--- src/hdl/lsds_pkg.sv ---
// ----------------------------------------------------------------------------
// lsds_pkg
// Shared types and constants for the LIFO stack with search and delete.
// ----------------------------------------------------------------------------
package lsds_pkg;

  // Default number of stack entries.
  localparam int unsigned DefaultDepth = 8;

  // Width of one stored word.
  localparam int unsigned DataW = 32;

  // Fixed widths of the result fields.
  localparam int unsigned ModeW   = 2;
  localparam int unsigned StatusW = 2;
  localparam int unsigned MidxW   = 3;
  localparam int unsigned CountW  = 4;

  // Operation codes carried by an input item.
  typedef enum logic [ModeW-1:0] {
    MODE_PUSH  = 2'd0,
    MODE_POP   = 2'd1,
    MODE_DEL   = 2'd2,
    MODE_CLEAR = 2'd3
  } mode_e;

  // Status codes carried by a result item.
  typedef enum logic [StatusW-1:0] {
    ST_OK       = 2'd0,
    ST_OVERFLOW = 2'd1,
    ST_EMPTY    = 2'd2,
    ST_NOTFOUND = 2'd3
  } status_e;

  // Per-cell update command from the top level.
  typedef struct packed {
    logic wr;   // load the pushed word into this cell
    logic del;  // delete in progress: cells at or above the match take the upper word
  } cell_ctrl_t;

endpackage

--- src/hdl/lsds_cell.sv ---
// ----------------------------------------------------------------------------
// lsds_cell
// One stack entry: holds a word, compares it against the search value and
// forwards the first-match chain to the cell above.
// ----------------------------------------------------------------------------
module lsds_cell (
  input  logic                        clk_i,
  input  logic                        cmp_en_i,
  input  logic [lsds_pkg::DataW-1:0]  cmp_data_i,
  input  logic                        in_range_i,
  input  lsds_pkg::cell_ctrl_t        ctrl_i,
  input  logic [lsds_pkg::DataW-1:0]  wr_data_i,
  input  logic [lsds_pkg::DataW-1:0]  above_i,
  input  logic                        hit_below_i,
  output logic [lsds_pkg::DataW-1:0]  entry_o,
  output logic                        hit_upto_o,
  output logic                        first_hit_o
);
  import lsds_pkg::*;

  logic [DataW-1:0] entry_q;
  logic             match_q;

  // Compare the held word when an item is taken; only occupied cells count.
  always_ff @(posedge clk_i) begin
    if (cmp_en_i) begin
      match_q <= in_range_i && (entry_q == cmp_data_i);
    end
  end

  // A match here or in any cell below makes this cell take its upper neighbor.
  assign hit_upto_o  = hit_below_i | match_q;
  assign first_hit_o = match_q & ~hit_below_i;

  // Entry update: push write, or shift down during a delete.
  always_ff @(posedge clk_i) begin
    if (ctrl_i.wr) begin
      entry_q <= wr_data_i;
    end else if (ctrl_i.del && hit_upto_o) begin
      entry_q <= above_i;
    end
  end

  assign entry_o = entry_q;

endmodule

--- src/hdl/lifo_stack_search_delete_top.sv ---
// ----------------------------------------------------------------------------
// lifo_stack_search_delete_top
// Bounded LIFO stack of signed words with push, pop, delete-first-match and
// clear, built as a row of entry cells.
// ----------------------------------------------------------------------------
// An item is taken when start is high and busy is low. Each item has a
// compare cycle and an update cycle: in the compare cycle every cell compares
// its word with data_in_i, in the update cycle the first match is resolved
// along the cell chain and the stack is updated. busy is high during the
// update cycle, so no new item is taken until it ends. The result item
// appears in the cycle after the update cycle, for exactly one cycle with
// done_o high; it must be captured then, as it cannot be held off. Words are
// only read once they have been written; clear just resets the count.
module lifo_stack_search_delete_top #(
  parameter int unsigned DEPTH = lsds_pkg::DefaultDepth
) (
  input  logic                          clk_i,
  input  logic                          rst_ni,
  input  logic                          start,
  output logic                          busy,
  input  logic [lsds_pkg::ModeW-1:0]    mode_i,
  input  logic signed [lsds_pkg::DataW-1:0] data_in_i,
  output logic                          done_o,
  output logic [lsds_pkg::StatusW-1:0]  status_o,
  output logic signed [lsds_pkg::DataW-1:0] data_out_o,
  output logic [lsds_pkg::MidxW-1:0]    match_index_o,
  output logic [lsds_pkg::CountW-1:0]   count_after_o
);
  import lsds_pkg::*;

  localparam int unsigned OccW = $clog2(DEPTH + 1);
  localparam int unsigned IdxW = (DEPTH > 1) ? $clog2(DEPTH) : 1;

  logic              accept;
  logic              busy_q;
  logic [OccW-1:0]   occ_q, occ_d;
  mode_e             mode_q;
  logic [DataW-1:0]  data_q;

  logic [DataW-1:0]  entry   [DEPTH];
  logic [DEPTH-1:0]  in_range;
  logic [DEPTH-1:0]  hit_upto;
  logic [DEPTH-1:0]  first_hit;
  cell_ctrl_t        ctrl    [DEPTH];

  logic              full, empty, any_hit;
  logic [IdxW-1:0]   hit_idx;
  logic [IdxW-1:0]   top_idx;
  status_e           status_d;
  logic [DataW-1:0]  dout_d;

  logic              done_q;
  status_e           status_q;
  logic [DataW-1:0]  dout_q;
  logic [MidxW-1:0]  midx_q;
  logic [CountW-1:0] count_q;

  assign accept = start & ~busy_q;
  assign busy   = busy_q;

  // Control: busy is raised after each accepted item, then the result strobe follows.
  always_ff @(posedge clk_i or negedge rst_ni) begin
    if (!rst_ni) begin
      busy_q <= 1'b0;
      done_q <= 1'b0;
      occ_q  <= '0;
    end else begin
      busy_q <= accept;
      done_q <= busy_q;
      if (busy_q) begin
        occ_q <= occ_d;
      end
    end
  end

  // Item capture.
  always_ff @(posedge clk_i) begin
    if (accept) begin
      mode_q <= mode_e'(mode_i);
      data_q <= data_in_i;
    end
  end

  // Occupied-cell mask for the compare cycle.
  always_comb begin
    for (int unsigned i = 0; i < DEPTH; i++) begin
      in_range[i] = (OccW'(i) < occ_q);
    end
  end

  // Row of entry cells.
  for (genvar g = 0; g < DEPTH; g++) begin : g_cell
    logic [DataW-1:0] above;
    logic             hit_below;

    if (g == DEPTH - 1) begin : g_top
      assign above = entry[g];
    end else begin : g_mid
      assign above = entry[g+1];
    end

    if (g == 0) begin : g_bot
      assign hit_below = 1'b0;
    end else begin : g_up
      assign hit_below = hit_upto[g-1];
    end

    assign ctrl[g].wr  = busy_q && (mode_q == MODE_PUSH) && (occ_q == OccW'(g));
    assign ctrl[g].del = busy_q && (mode_q == MODE_DEL);

    lsds_cell u_cell (
      .clk_i       (clk_i),
      .cmp_en_i    (accept),
      .cmp_data_i  (data_in_i),
      .in_range_i  (in_range[g]),
      .ctrl_i      (ctrl[g]),
      .wr_data_i   (data_q),
      .above_i     (above),
      .hit_below_i (hit_below),
      .entry_o     (entry[g]),
      .hit_upto_o  (hit_upto[g]),
      .first_hit_o (first_hit[g])
    );
  end

  // Binary index of the first match.
  always_comb begin
    hit_idx = '0;
    for (int unsigned i = 0; i < DEPTH; i++) begin
      hit_idx = hit_idx | ({IdxW{first_hit[i]}} & IdxW'(i));
    end
  end

  assign full    = (occ_q == OccW'(DEPTH));
  assign empty   = (occ_q == '0);
  assign any_hit = hit_upto[DEPTH-1];
  assign top_idx = IdxW'(occ_q - OccW'(1));

  // Result and next occupancy for the item in its update cycle.
  always_comb begin
    status_d = ST_OK;
    dout_d   = '0;
    occ_d    = occ_q;
    case (mode_q)
      MODE_PUSH: begin
        if (full) begin
          status_d = ST_OVERFLOW;
        end else begin
          occ_d = occ_q + OccW'(1);
        end
      end
      MODE_POP: begin
        if (empty) begin
          status_d = ST_EMPTY;
          dout_d   = '1;
        end else begin
          occ_d  = occ_q - OccW'(1);
          dout_d = entry[top_idx];
        end
      end
      MODE_DEL: begin
        if (empty) begin
          status_d = ST_EMPTY;
        end else if (!any_hit) begin
          status_d = ST_NOTFOUND;
        end else begin
          occ_d = occ_q - OccW'(1);
        end
      end
      MODE_CLEAR: begin
        occ_d = '0;
      end
      default: begin
        occ_d = occ_q;
      end
    endcase
  end

  // Result register.
  always_ff @(posedge clk_i) begin
    if (busy_q) begin
      status_q <= status_d;
      dout_q   <= dout_d;
      midx_q   <= (mode_q == MODE_DEL && status_d == ST_OK) ? MidxW'(hit_idx) : '0;
      count_q  <= CountW'(occ_d);
    end
  end

  assign done_o        = done_q;
  assign status_o      = status_q;
  assign data_out_o    = dout_q;
  assign match_index_o = midx_q;
  assign count_after_o = count_q;

  // A result always follows an update cycle.
  assert property (@(posedge clk_i) disable iff (!rst_ni)
    done_o |-> $past(busy_q))
    else $error("result strobe without an update cycle");

  // The update cycle never repeats back to back.
  assert property (@(posedge clk_i) disable iff (!rst_ni)
    busy_q |=> !busy_q)
    else $error("busy held for more than one cycle");

  // Occupancy never exceeds the stack depth.
  assert property (@(posedge clk_i) disable iff (!rst_ni)
    occ_q <= OccW'(DEPTH))
    else $error("occupancy above depth");

  // Overflow is only reported with a full stack.
  assert property (@(posedge clk_i) disable iff (!rst_ni)
    (done_o && status_o == ST_OVERFLOW) |-> $past(full, 2) && $stable(occ_q))
    else $error("overflow reported on a stack that was not full");

endmodule

--- config.mk ---
export PLATFORM = sky130hd
export DESIGN_NAME = lifo_stack_search_delete_top
export DESIGN_NICKNAME = d
export VERILOG_FILES = /design/src/hdl/lsds_pkg.sv /design/src/hdl/lsds_cell.sv /design/src/hdl/lifo_stack_search_delete_top.sv
export SDC_FILE = /design/constraint.sdc
export NUM_CORES = 1
export LEC_CHECK = 0
export BUFFER_PORTS_ARGS = -buffer_cell sky130_fd_sc_hd__buf_2
export CAP_MARGIN = 0
export CORE_MARGIN = 1.5
export CORE_UTILIZATION = 27
export CTS_BUF_LIST = sky130_fd_sc_hd__clkbuf_4
export DETAILED_ROUTE_END_ITERATION = 8
export PLACE_DENSITY = 0.42
export SYNTH_ARGS = -nofsm -noshare
export SYNTH_HDL_FRONTEND = slang
export SYNTH_HIERARCHICAL = 1
export SYNTH_SLANG_ARGS = --single-unit
--- constraint.sdc ---
create_clock -name clk_i -period 3.7 [get_ports clk_i]
set_clock_uncertainty 0.15 [all_clocks]
set_input_delay 0.925 -clock clk_i [delete_from_list [all_inputs] [get_ports clk_i]]
set_output_delay 0.925 -clock clk_i [all_outputs]
set_load 0.01 [all_outputs]
==> metrics <==
number of placement rows=96; routability congestion estimate=0.843; later-pin clock latency in the skew report=890 ps; setup slack after placement=23.4 ps; total buffers and inverters traversed by the critical path=1; data required time of the critical path=4290 ps; Final period util=96.4%; DRT Wirelength=60.3 mm; path type of the worst setup path=reg -> reg; post-layout min period=3570 ps; PwrDens=560 mW/mm²; count of input and output buffers=79; setup repair after global routing missed its margin=no; final hold violations=0; worst min-delay path class=in -> async; Arr. time, crit path=4150 ps; capturing element type of the critical path=flop; Worst Tran Pin Value=1000 ps; horizontal extent of the die=267 µm; total congestion overflow=0; average wire length per cell after detail routing=24.8 µm; # clock sinks=345; run status=complete, no violations; largest fanout of any net on the critical path=3; worst path cell trace=or2_4, or2_2, or2_2, or2_2, or2_2, or2_4, or2_4, or2_4, and3b_2, o21ai_2, buf_4, nor4_1, a211o_1; number of global-route vias before repair=12600; number of buffers created by CTS=105; net count of the finished layout=1477; pins over their slew limit=0; delay of the slowest critical-path stage=360 ps; Crit path max-delay family=simple AND/OR/NAND/NOR gates; number of inserted filler cells in the final layout=6975; number of optimization iterations in the first detailed-route pass=5; Highest Clock Rate=280 MHz; Cells after Synth=1257; pin count of the biggest net entering global routing=51; number of buffers between clock root and the deepest sink=3; syn_nets=1298; Post-route DRC=0; worst-case hold slack=252 ps; detailed placement HPWL=40.7 mm; final worst slack=134 ps; Avg Vias per Cell=4.80; total of warnings raised by yosys=6; final standard cell area without fillers=0.0220 mm²; cell area after technology mapping=0.0189 mm²; Setup TNS=0 ps; Chip Height=267 µm; clock tree from TritonCTS=built; number of maximum-capacitance constraint violations=0; root buffer selected by CTS=clkbuf_4; type of element launching the critical path=flop; worst ir drop on vdd=0.000306 V; Static Leak=7.52 nW; fraction of layout instances using a drive strength above 1=43.8%; worst max-slew margin expressed relative to the limit=32.9%; Ports=80; slowest stage cell, crit path=edfxtp_1; count of routing violations after the opening detailed-route iteration=719; final count of negative-setup-slack endpoints=0; die footprint=0.0715 mm²; wire length of the first global-routing pass=88.2 mm; clock input transition at the sequential cells of the worst setup and hold paths=70 ps; post-detailed-placement cell area=0.0207 mm²; Avg Synthesized Cell Area=15.0 µm²; H-tree depth reported by CTS=3; initial core utilization=27.4%; synthesis-to-finish area growth=16.4%; Via Count=11700; total power consumption of the routed design=0.0123 W; antenna violations before repair=6; number of nets still failing antenna checks after routing=0; gr usage total=17.1%; total core area=0.0689 mm²
==> area by class of cell <==
| cell class | instances | area [µm²] | share of cell area [%] |
|---|---|---|---|
| diodes | 5 | 12.5 | 0.0569 |
| clock buffers | 148 | 1110 | 5.06 |
| clock inverters | 22 | 123 | 0.558 |
| inverters | 7 | 26.3 | 0.120 |
| multi-input cells | 843 | 8260 | 37.6 |
| flip-flops and latches | 345 | 10300 | 47.0 |
| well taps | 931 | 1160 | 5.30 |
| repair buffers | 134 | 941 | 4.28 |
==> report_power, final <==
group          switching [W]  internal [W]
logic                0.00216       0.00166
registers           0.000244       0.00461
clock network        0.00175       0.00188
total                0.00415       0.00815
==> per-stage QoR <==
step / instances / util [%]
after floorplan: 1257 / -
after global placement: 2256 / 30.0
after detailed placement: 2256 / 30.0
after CTS: 2429 / 31.8
after global routing: 2433 / 31.9
final: 2435 / 31.9
==> flip-flops by register name, indices dropped and copies added (netlist names) <==
name and count:
occ_q 4, busy 1, g_cell.u_cell/match_q 8, count_after_o 4, match_index_o 3, g_cell.u_cell/entry_o 256, data_q 32, status_o 2
data_out_o 32, mode_q 2, done_o 1
==> routing by layer <==
layer | wire length, µm | vias up | global-route usage [%]
met1 | 27500 | 6013 | 22.8
met4 | 1320 | 0 | 5.41
li1 | - | 5284 | -
met3 | 2640 | 89 | 3.35
met5 | 0 | - | 0
met2 | 28900 | 292 | 27.9
==> cell usage in the layout, fill, tap and decap left out, types with 9 or more instances in the layout <==
master and n:
o22ai_1 34, buf_4 42, xor2_1 249, mux2_2 256, mux4_2 64, nor4_1 60
nor2b_1 10, nand4_1 9, nand3_1 17, edfxtp_1 339, clkinv_1 13, xnor2_1 10
buf_2 79, nor3_1 10, clkbuf_4 148, nor2_1 40, buf_12 10
==> path summary, 6_finish.rpt <==
| path | start | endpoint | slack (ps) | cells past startpoint |
|---|---|---|---|---|
| hold reg to reg | g_cell[4].u_cell/entry_o[17]$_DFFE_PP_ | g_cell[3].u_cell/entry_o[17]$_DFFE_PP_ | 440 | 1 |
| max in group asynchronous | rst_ni | occ_q[0]$_DFFE_PN0P_ | 2930 | 2 |
| min in group clk_i | data_in_i[5] | data_q[5]$_DFFE_PP_ | 270 | 1 |
| setup reg to reg | g_cell[0].u_cell/match_q$_DFFE_PP_ | occ_q[3]$_DFFE_PN0P_ | 130 | 13 |
| setup / recovery | g_cell[0].u_cell/match_q$_DFFE_PP_ | occ_q[3]$_DFFE_PN0P_ | 130 | 13 |
| hold / removal | rst_ni | occ_q[1]$_DFFE_PN0P_ | 250 | 2 |
==> timing repair <==
| action | in CTS | in global routing |
|---|---|---|
| endpoints found under the hold margin | 8 | 0 |
| buffers inserted | 0 | 1 |
| hold buffers | 3 | 0 |
| setup endpoints to repair | 0 | 3 |
| gates resized for setup | 0 | 6 |
(Power assumes the default switching activity.)
